File: src/pmecs_pkg.sv
// Shared types, constants and codes for the PME charge spreading block.
// No dependencies; imported by every module of the block.
package pmecs_pkg;

  localparam int SPLINE_ORDER_DEF = 4;
  localparam int MAX_GRID_DIM_DEF = 32;

  localparam int POS_W    = 32;
  localparam int CHG_W    = 32;
  localparam int INV_W    = 32;
  localparam int GSZ_W    = 6;
  localparam int IDX_W    = 15;
  localparam int CELL_W   = 48;
  localparam int FRAC_W   = 30;
  localparam int WT_W     = 31;
  localparam int ADD_W    = 34;
  localparam int GAW      = 18;
  localparam int BASE_OFF = 23;
  localparam int PADDR_W  = 5;
  localparam int PDATA_W  = 32;

  localparam int CHARGE_SKIP = 27;

  localparam int DIV_NUM_W  = 40;
  localparam int DIV_DEN_W  = 7;
  localparam int DIV_DIGIT  = 8;

  typedef enum logic [2:0] {
    REG_GRID_X = 3'd0,
    REG_GRID_Y = 3'd1,
    REG_GRID_Z = 3'd2,
    REG_INV_X  = 3'd3,
    REG_INV_Y  = 3'd4,
    REG_INV_Z  = 3'd5
  } reg_idx_e;

  typedef enum logic [3:0] {
    ST_IDLE,
    ST_RD,
    ST_SPL_MUL,
    ST_SPL_SCALE,
    ST_SPL_WRAP,
    ST_SPL_WAIT,
    ST_BS_MUL,
    ST_BS_SUM,
    ST_BS_WAIT,
    ST_CELL_A,
    ST_CELL_B,
    ST_CELL_C,
    ST_CELL_D
  } ctrl_state_e;

  typedef struct packed {
    logic                    rd_en;
    logic [GAW-1:0]          rd_addr;
    logic                    wr_en;
    logic                    wr_acc;
    logic [GAW-1:0]          wr_addr;
    logic signed [ADD_W-1:0] add_val;
  } grid_req_t;

  typedef struct packed {
    logic                 start;
    logic [DIV_NUM_W-1:0] num;
    logic [DIV_DEN_W-1:0] den;
  } div_req_t;

  typedef struct packed {
    logic                 done;
    logic [DIV_NUM_W-1:0] quo;
    logic [DIV_DEN_W-1:0] rem;
  } div_rsp_t;

endpackage

File: src/pmecs_div.sv
// Digit-serial unsigned divider, one byte of quotient per cycle.
// Depends on pmecs_pkg for widths and request/response structs.
module pmecs_div import pmecs_pkg::*; (
  input  logic     clk_i,
  input  logic     rst_ni,
  input  div_req_t req_i,
  output div_rsp_t rsp_o
);

  localparam int STEPS = DIV_NUM_W / DIV_DIGIT;
  localparam int CNT_W = $clog2(STEPS);
  localparam int RW    = DIV_DEN_W + 1;

  logic                 busy_q, done_q;
  logic [CNT_W-1:0]     cnt_q;
  logic [DIV_NUM_W-1:0] num_q, num_d;
  logic [RW-1:0]        rem_q, rem_d;
  logic [DIV_DEN_W-1:0] den_q;

  always_comb begin
    logic [RW-1:0]        r;
    logic [DIV_NUM_W-1:0] n;
    r = rem_q;
    n = num_q;
    for (int i = 0; i < DIV_DIGIT; i++) begin
      r = {r[RW-2:0], n[DIV_NUM_W-1]};
      n = {n[DIV_NUM_W-2:0], 1'b0};
      if (r >= {1'b0, den_q}) begin
        r = r - {1'b0, den_q};
        n[0] = 1'b1;
      end
    end
    rem_d = r;
    num_d = n;
  end

  always_ff @(posedge clk_i or negedge rst_ni) begin
    if (!rst_ni) begin
      busy_q <= 1'b0;
      done_q <= 1'b0;
      cnt_q  <= '0;
    end else begin
      done_q <= 1'b0;
      if (req_i.start) begin
        busy_q <= 1'b1;
        cnt_q  <= '0;
      end else if (busy_q) begin
        cnt_q <= cnt_q + 1'b1;
        if (cnt_q == CNT_W'(STEPS - 1)) begin
          busy_q <= 1'b0;
          done_q <= 1'b1;
        end
      end
    end
  end

  always_ff @(posedge clk_i) begin
    if (req_i.start) begin
      num_q <= req_i.num;
      den_q <= req_i.den;
      rem_q <= '0;
    end else if (busy_q) begin
      num_q <= num_d;
      rem_q <= rem_d;
    end
  end

  assign rsp_o.done = done_q;
  assign rsp_o.quo  = num_q;
  assign rsp_o.rem  = rem_q[DIV_DEN_W-1:0];

endmodule

File: config.mk
export PLATFORM = sky130hd
export DESIGN_NAME = pmecs_div
export DESIGN_NICKNAME = d
export VERILOG_FILES = /design/src/pmecs_pkg.sv /design/src/pmecs_div.sv
export SDC_FILE = /design/constraint.sdc
export NUM_CORES = 1
export LEC_CHECK = 0
export ABC_AREA = 1
export BUFFER_PORTS_ARGS = -buffer_cell sky130_fd_sc_hd__buf_2
export CAP_MARGIN = 20
export CORE_UTILIZATION = 48
export CTS_CLUSTER_SIZE = 25
export DETAILED_ROUTE_END_ITERATION = 10
export GPL_TIMING_DRIVEN = 0
export PLACE_DENSITY = 0.7
export RECOVER_POWER = 25
export SYNTH_ARGS = -nofsm -noshare
export SYNTH_HDL_FRONTEND = slang
export SYNTH_SLANG_ARGS = --single-unit
File: constraint.sdc
create_clock -name clk_i -period 16.45 [get_ports clk_i]
set_input_delay 4.1125 -clock clk_i [delete_from_list [all_inputs] [get_ports clk_i]]
set_output_delay 4.1125 -clock clk_i [all_outputs]
set_load 0.02 [all_outputs]
[After elaboration in Yosys (flattened, before gate mapping)]
Cells that the tools add are included.
Storage, ports and cells
  memories: 0
  output and inout port bits: 48
  register bits: 59
  memory bits (read-only): 0
  bits in latches: 0
  logic and storage cells: 51
  input port bits: 50
  RAM bits: 0
Cells by class
  order comparisons: 8
  muxes and demuxes: 26
  bitwise logic cells: 0
  add/subtract/negate cells: 9
  eq/ne operators: 1
  reductions and logical operators: 1
  div/mod/pow operators: 0
  shifts and indexed selects: 0
  multipliers: 0
Operators by type and width (count)
  $mux W40: 2
  $ge A8 B7 Y1: 8
  $mux W7: 8
  $sub A7 B7 Y7: 8
  $mux W1: 14
  $mux W3: 2
  $add A3 B1 Y3 const B: 1
  $eq A3 B3 Y1 const B: 1
  $reduce_bool A2 Y1: 1

[Depth between registers and ports, before layout]
Gate-level depths: netlist (run 1).
  depth after elaboration: 18
  depth in mapped cells: 94
  gate-level depth less buffers: 94

[Worst setup path before layout (run 1)]
Ideal clock, no wire load.
  path kind: reg-to-reg
  from: register den_q[1]
  to: register num_q[0] (data pin)
  cell stages (with the launch flop): 83
  arrival time: 12.903 ns
  data required time: 16.179 ns
  slack: 3.275 ns
  path buffers: 0
  cell sequence: edfxtp_1 -> inv_1 -> fa_1 -> nand2_2 -> nand2_2 -> nand2_2 -> nand2_2 -> nand2_1 -> nand2_2 -> o21ai_0 -> inv_1 -> fa_1 -> o21ai_1 -> nand3_1 -> nand2_1 -> a21oi_4 -> nand3_1 -> nand2_1 -> [47 not listed] -> a21oi_1 -> o21a_1 -> inv_1 -> a21oi_4 -> nand3_1 -> nand2_1 -> inv_1 -> ha_1 -> nand2_1 -> nor2_1 -> a211oi_1 -> nor3_1 -> nor2_1 -> o21ai_0 -> a221oi_1 -> inv_1 -> a21oi_4 -> a31oi_1
On the way
  cells in the longest elaborated chain, start to end: 18
Ends and longest elaborated chain
  start, declared: line pmecs_div.sv:18  | logic [DIV_DEN_W-1:0] den_q;
  start signal, assigned: line pmecs_div.sv:60  | den_q <= req_i.den;
  $sub A7 B7 Y7 / $ge A8 B7 Y1 (equally long branches): line pmecs_div.sv:29, pmecs_div.sv:28
  $mux W7: line pmecs_div.sv:28  | if (r >= {1'b0, den_q}) begin
  $sub A7 B7 Y7 / $ge A8 B7 Y1 (equally long branches): line pmecs_div.sv:29, pmecs_div.sv:28
  $mux W7: line pmecs_div.sv:28
  $sub A7 B7 Y7 / $ge A8 B7 Y1 (equally long branches): line pmecs_div.sv:29, pmecs_div.sv:28
  $mux W7: line pmecs_div.sv:28
  $sub A7 B7 Y7 / $ge A8 B7 Y1 (equally long branches): line pmecs_div.sv:29, pmecs_div.sv:28
  $mux W7: line pmecs_div.sv:28
  [2 not listed]
  $sub A7 B7 Y7 / $ge A8 B7 Y1 (equally long branches): line pmecs_div.sv:29, pmecs_div.sv:28
  $mux W7: line pmecs_div.sv:28
  $ge A8 B7 Y1 / $sub A7 B7 Y7 (equally long branches): line pmecs_div.sv:28, pmecs_div.sv:29
  $mux W7: line pmecs_div.sv:28
  $ge A8 B7 Y1 *: line pmecs_div.sv:28
  $mux W1 *: line pmecs_div.sv:28
  $mux W40 *: line pmecs_div.sv:62  | end else if (busy_q) begin
  $mux W40 *: line pmecs_div.sv:58  | if (req_i.start) begin
  end signal, assigned: line pmecs_div.sv:59  | num_q <= req_i.num;
  end signal, assigned: line pmecs_div.sv:63  | num_q <= num_d;
  end, declared: line pmecs_div.sv:16  | logic [DIV_NUM_W-1:0] num_q, num_d;
Mark *: on every way between the ends. The rest lies on a longest branch, timed or not. The select of a mux whose other input is x is not followed.
A chain may end at the register's enable or synchronous reset.

[Final worst setup path (run 1)]
Ends and elaborated chain as after synthesis.

==> results of run 1 <==
## cells in the mapped netlist (2+ instances only)
cell type / n
nand2_1: 255
inv_1: 105
nand3_1: 67
ha_1: 58
edfxtp_1: 47
a21oi_1: 28
xor2_1: 25
o21ai_0: 18
nor2_1: 16
nand2_2: 14
nand3_4: 12
nand4_1: 11
xnor2_1: 10
a31oi_1: 9
clkbuf_1: 8
fa_1: 8
dfxtp_1: 7
a21oi_4: 6
a21o_1: 5
dfrtp_1: 5
nor3_1: 5
nand3_2: 3
o21a_1: 3
o21bai_1: 3
inv_2: 2
nand3b_1: 2
o21ai_1: 2
## critical path, delay by kind of cell, from the launching register on
kind / cells / cell delay, ps
AOI/OAI and AO/OA: 28 / 5960
and+or+nand+nor: 35 / 3620
adders and majority gates: 8 / 3190
buffers and inverters: 11 / 1370
DFF: 1 / 500
## metrics by stage
step,worst slack (ps),hold slack (ps),std cells,util (%)
2_1_floorplan,3275,480.5,753,-
3_3_place_gp,1132,480.4,993,55.58
3_5_place_dp,798.6,483.9,993,55.58
4_1_cts,760.1,491.6,1009,58.05
5_1_grt,118.8,534.0,1021,58.72
6_report,1539,494.1,1021,58.72
## how the worst max path moves through the flow
| stage | to | slack [ps] | depth (start not counted) |
|---|---|---|---|
| final | num_q[0] | 1540 | 82 |
| after global routing | rem_q[1] | 120 | 87 |
| after CTS | num_q[0] | 760 | 82 |
| after detailed placement | num_q[0] | 800 | 82 |
| after global placement | num_q[0] | 1130 | 82 |
| after floorplan | num_q[0] | 3280 | 82 |
## routing by layer
metal / track usage [%] / part of all wire, % / vias to the layer above
met5: 0 / 0 / -
met4: 10.18 / 2.7 / 0
met1: 31.87 / 44 / 2559
met3: 4.265 / 5.4 / 37
met2: 44.33 / 48 / 161
li1: - / - / 2720
## final cells by class
cell class	instances	area (µm²)	area share [%]
multi-input combinational	576	3627	53.64
sequential	59	1677	24.79
timing repair buffer	109	549.3	8.122
inverter	108	405.4	5.994
clock buffer	9	225.2	3.330
tap	143	178.9	2.646
clock inverter	7	58.81	0.8696
buffer	10	41.29	0.6105
## state kept, by name, indices dropped and copies added (netlist names)
name    flops
den_q       7
cnt_q       3
done_q      1
num_q      40
busy_q      1
rem_q       7
## timing repair
item	in CTS	in global routing
setup endpoints to repair	0	8
buffers inserted	0	12
gates resized for setup	0	3
## kinds of logic after synthesis
group	synth area share [%]
buffers and inverters	7.786
xor gates and xnor gates	5.343
AOI/OAI and AO/OA	9.662
adders and majority gates	15.44
DFF	29.23
and+or+nand+nor	32.54
==> impl_metrics.csv, run 1 <==
group,metric,value,unit
worst_hold_path,worstHoldPathType,"flip-flop to flip-flop",
clock_network,cts-root-buf,"clkbuf_16",
finish,syn_to_final_growth,17.88,%
logic_synthesis,async_flop_share,8.475,%
logic_synthesis,synth-seq-cells,59,
drt,drt_iter0_drc,315,
placement,place_area,6401,µm²
timing,setup_tns,0,ps
floorplan,rows,39,
timing,rsz0062_at_grt,"no",
timing,hold_viol,0,
placement,portBuffers,97,
clock_network,htree_levels,3,
placement,place.gp.congestion,0.8855,
logic_synthesis,post_synth_num_cell_types,46,
setup_path,crit_slowest_cell,"edfxtp_1",
drt,antenna_left,0,
timing,slew_headroom,42.49,%
finish,drive_above_1_share,16.97,%
logic_synthesis,yosysTopAreaCell,"edfxtp_1",
placement,post-dp-hpwl,11.86,mm
status,violations,"design-rule violations",
clock_network,clock_latency,330,ps
timing,final.min_clock_period,14910,ps
setup_path,path_class,"flip-flop to flip-flop",
timing,finalSetupViolCount,0,
logic_synthesis,yosysWarnings,0,
drt,drt-total-wl,15.30,mm
global_routing,grt_pass1_vias,5440,
global_routing,grt_pass1_wl,25.36,mm
logic_synthesis,syn_area,5737,µm²
finish,stdcell_area,6763,µm²
setup_path,critPathCaptureType,"flip-flop",
setup_path,cp_max_fo,10,
clock_network,cts_sinks,59,
global_routing,grt_max_degree,43,
setup_path,reg2regPathDepth,82,
setup_path,worstPathArrival,14960,ps
logic_synthesis,synth_edf_count,47,
timing,slew_violations,0,
timing,period_share,90.65,%
floorplan,coreArea,11520,µm²
finish,final_common_cell,"nand2_1",
worst_hold_path,worstHoldStart,"rem_q[4]",
setup_path,startpoint,"den_q[1]",
floorplan,die_y,111.3,µm
clock_network,path_clk_slew,50,ps
global_routing,overflow,0,
global_routing,antenna_found_initial,0,
logic_synthesis,synth_nets,869,
clock_network,cts.path.max_buffers,2,
flow_run,cap_violations,0,
drt,dr_total_vias,5477,
logic_synthesis,ys_seq_area_share,29.23,%
setup_path,critPathMostFrequentCell,"nand2_1",
logic_synthesis,synth_top_area_share,24.60,%
timing,fin_skew,6.218,ps
floorplan,dieWidth,111.3,µm
setup_path,r2r_end,"num_q[0]",
status,outcome,"complete, but fails checks",
setup_path,cp.required,16500,ps
clock_network,cts-buffers-inserted,9,
floorplan,dieArea,12390,µm²
finish,diodes,0,
drt,first_pass_iters,8,
logic_synthesis,synth_flop_cell,"edfxtp_1",
drt,post_drt_via_cell_ratio,5.364,
floorplan,boundaryPins,98,
finish,n_fill_cell,1056,
logic_synthesis,synth_cells,753,
setup_path,r2r-start,"den_q[1]",
floorplan,initial_core_util,49.82,%
worst_hold_path,whs_endpoint,"rem_q[4]",
worst_hold_path,whs_path_depth,2,
clock_network,holdBufCountCts,0,
setup_path,critPathMaxStageDelay,500,ps
global_routing,track_usage,25.64,%
logic_synthesis,syn_area_per_cell,7.619,µm²
clock_network,cts_tree,"done",
drt,route.detailed.drc,4,
setup_path,r2r_slack,1540,ps
timing,worst_pin_slew,861.5,ps
drt,routedWlPerCell,14.98,µm
setup_path,startpoint_type,"flip-flop",
timing,fmaxAchievable,67.06,MHz
finish,mostFrequentLayoutCells,"nand2_1 (255), inv_1 (104), buf_2 (76)",
finish,num-nets-final,989,
logic_synthesis,synth.area.top_cells,"edfxtp_1 (25%), nand2_1 (17%), ha_1 (13%), inv_1 (6.9%), nand3_1 (5.8%)",
Power of run 1 is left out: the tool's default activity adds up to more than one toggle a clock period on the data nets, which glitch-free logic cannot reach.
==> inputs of run 2 (changes only) <==
--- a/config.mk
+++ b/config.mk
@@ -7,12 +7,12 @@
 export LEC_CHECK = 0
 export ABC_AREA = 1
 export BUFFER_PORTS_ARGS = -buffer_cell sky130_fd_sc_hd__buf_2
-export CAP_MARGIN = 20
-export CORE_UTILIZATION = 48
+export CAP_MARGIN = 0
+export CORE_UTILIZATION = 55
 export CTS_CLUSTER_SIZE = 25
 export DETAILED_ROUTE_END_ITERATION = 10
 export GPL_TIMING_DRIVEN = 0
-export PLACE_DENSITY = 0.7
+export PLACE_DENSITY = 0.78
 export RECOVER_POWER = 25
 export SYNTH_ARGS = -nofsm -noshare
 export SYNTH_HDL_FRONTEND = slang
==> impl_metrics.csv, run 2 (synthesized netlist as in run 1, its figures left out) <==
group,metric,value,unit
status,outcome,"complete, no violations",
drt,route.detailed.drc,0,
clock_network,clock_latency,340,ps
finish,final_common_cell,"nand2_1",
placement,place.gp.congestion,0.9418,
setup_path,startpoint_type,"flip-flop",
drt,top_layer,"met5",
drt,first_pass_iters,6,
drt,wl_met1,6.436,mm
timing,hold_viol,0,
setup_path,r2r_slack,1410,ps
drt,wl_met3,912,µm
placement,post-dp-hpwl,11.53,mm
timing,slew_headroom,43.09,%
global_routing,overflow,0,
clock_network,htree_levels,3,
timing,fin_skew,11.00,ps
floorplan,boundaryPins,98,
timing,slew_violations,0,
clock_network,cts_tree,"done",
finish,largest_register,"num_q",
drt,route.met2.wl,7.146,mm
drt,routedWlPerCell,14.81,µm
drt,drt_iter0_drc,390,
global_routing,grt_pass1_wl,24.41,mm
finish,diodes,0,
timing,period_share,91.40,%
timing,rsz0062_at_grt,"no",
floorplan,initial_core_util,57.63,%
setup_path,cp_max_fo,10,
setup_path,crit_slowest_cell,"edfxtp_1",
worst_hold_path,worstHoldPathType,"flip-flop to flip-flop",
clock_network,cts-buffers-inserted,9,
placement,portBuffers,97,
drt,drt-total-wl,14.93,mm
finish,num-nets-final,986,
floorplan,coreArea,9955,µm²
setup_path,critPathCaptureType,"flip-flop",
timing,fmaxAchievable,66.51,MHz
drt,dr_total_vias,5508,
setup_path,worstPathArrival,15080,ps
global_routing,grt_pass1_vias,5274,
setup_path,reg2regPathDepth,85,
setup_path,path_delay_family,"compound AO/OA/AOI/OAI gates",
setup_path,critPathBufInv,12,
timing,setup_tns,0,ps
setup_path,critPathMaxStageDelay,680,ps
setup_path,r2r_end,"num_q[0]",
setup_path,cp.required,16500,ps
worst_hold_path,worstHoldStart,"rem_q[4]",
clock_network,cts_sinks,59,
global_routing,grt_max_degree,43,
floorplan,dieWidth,104.1,µm
finish,drive_above_1_share,16.91,%
finish,largest_reg_flops,40,
finish,syn_to_final_growth,15.46,%
clock_network,cts.path.max_buffers,2,
worst_hold_path,whs_endpoint,"rem_q[4]",
setup_path,critPathMostFrequentCell,"nand2_1",
floorplan,die_y,104.1,µm
finish,n_fill_cell,842,
drt,post_drt_via_cell_ratio,5.464,
flow_run,cap_violations,0,
timing,finalSetupViolCount,0,
drt,antenna_left,0,
finish,reg_top3,"num_q: 40 flops, den_q: 7 flops, rem_q: 7 flops",
setup_path,r2r-start,"den_q[0]",
floorplan,rows,36,
global_routing,track_usage,28.14,%
setup_path,path_class,"flip-flop to flip-flop",
clock_network,path_clk_slew,70,ps
timing,worst_pin_slew,853.7,ps
worst_hold_path,whs_path_depth,2,
floorplan,dieArea,10840,µm²
timing,final.min_clock_period,15040,ps
global_routing,antenna_found_initial,1,
clock_network,cts-root-buf,"clkbuf_8",
finish,mostFrequentLayoutCells,"nand2_1 (255), inv_1 (104), buf_2 (76)",
run 2: layout make-up:
cell class / count / area [µm²] / share of cell area [%]
timing repair buffer: 106 / 526.8 / 7.952
inverter: 108 / 405.4 / 6.120
clock buffer: 12 / 166.4 / 2.512
tap: 133 / 166.4 / 2.512
sequential: 59 / 1677 / 25.31
multi-input combinational: 576 / 3620 / 54.65
buffer: 10 / 41.29 / 0.6233
clock inverter: 4 / 21.27 / 0.3211
run 2: worst reg2reg max path, delay by kind of cell (launching register included):
family	cells	cell delay (ps)
simple gates	35	3490
compound gates	29	6190
flops	1	680
fa+ha+maj	9	3180
buf+inv	12	1240
run 2: worst max-delay path by stage:
stage	start	end	depth (start not counted)	slack, ps
2_1_floorplan	den_q[1]	num_q[0]	82	3280
3_3_place_gp	den_q[1]	num_q[0]	82	1280
3_5_place_dp	den_q[1]	num_q[0]	83	780
4_1_cts	den_q[1]	num_q[0]	82	730
5_1_grt	den_q[0]	num_q[0]	85	170
6_report	den_q[0]	num_q[0]	85	1410
run 2: through the flow:
stage                     area, µm²  std cells  util, %  hold WS, ps  setup slack [ps]
after global placement         6389        983    64.18        481.7              1281
after CTS                      6576        999    66.06        500.0             725.2
after floorplan                5737        753        -        480.5              3275
after global routing           6624       1008    66.54        524.0             174.2
after detailed placement       6389        983    64.18        487.4             783.4
final                          6624       1008    66.54        499.8              1415
run 2: routing by layer:
layer,global-route usage (%),up-vias
met5,0,-
met4,10.61,2
met3,5.827,39
met2,48.71,207
met1,34.33,2543
li1,-,2717
run 2: timing repair:
item,CTS,global route
setup buffers,0,9
setup endpoints to repair,0,8
hold endpoints to repair,0,0
resized for setup,0,1
hold buffers,0,0
Power of run 2 is left out for the same reason.
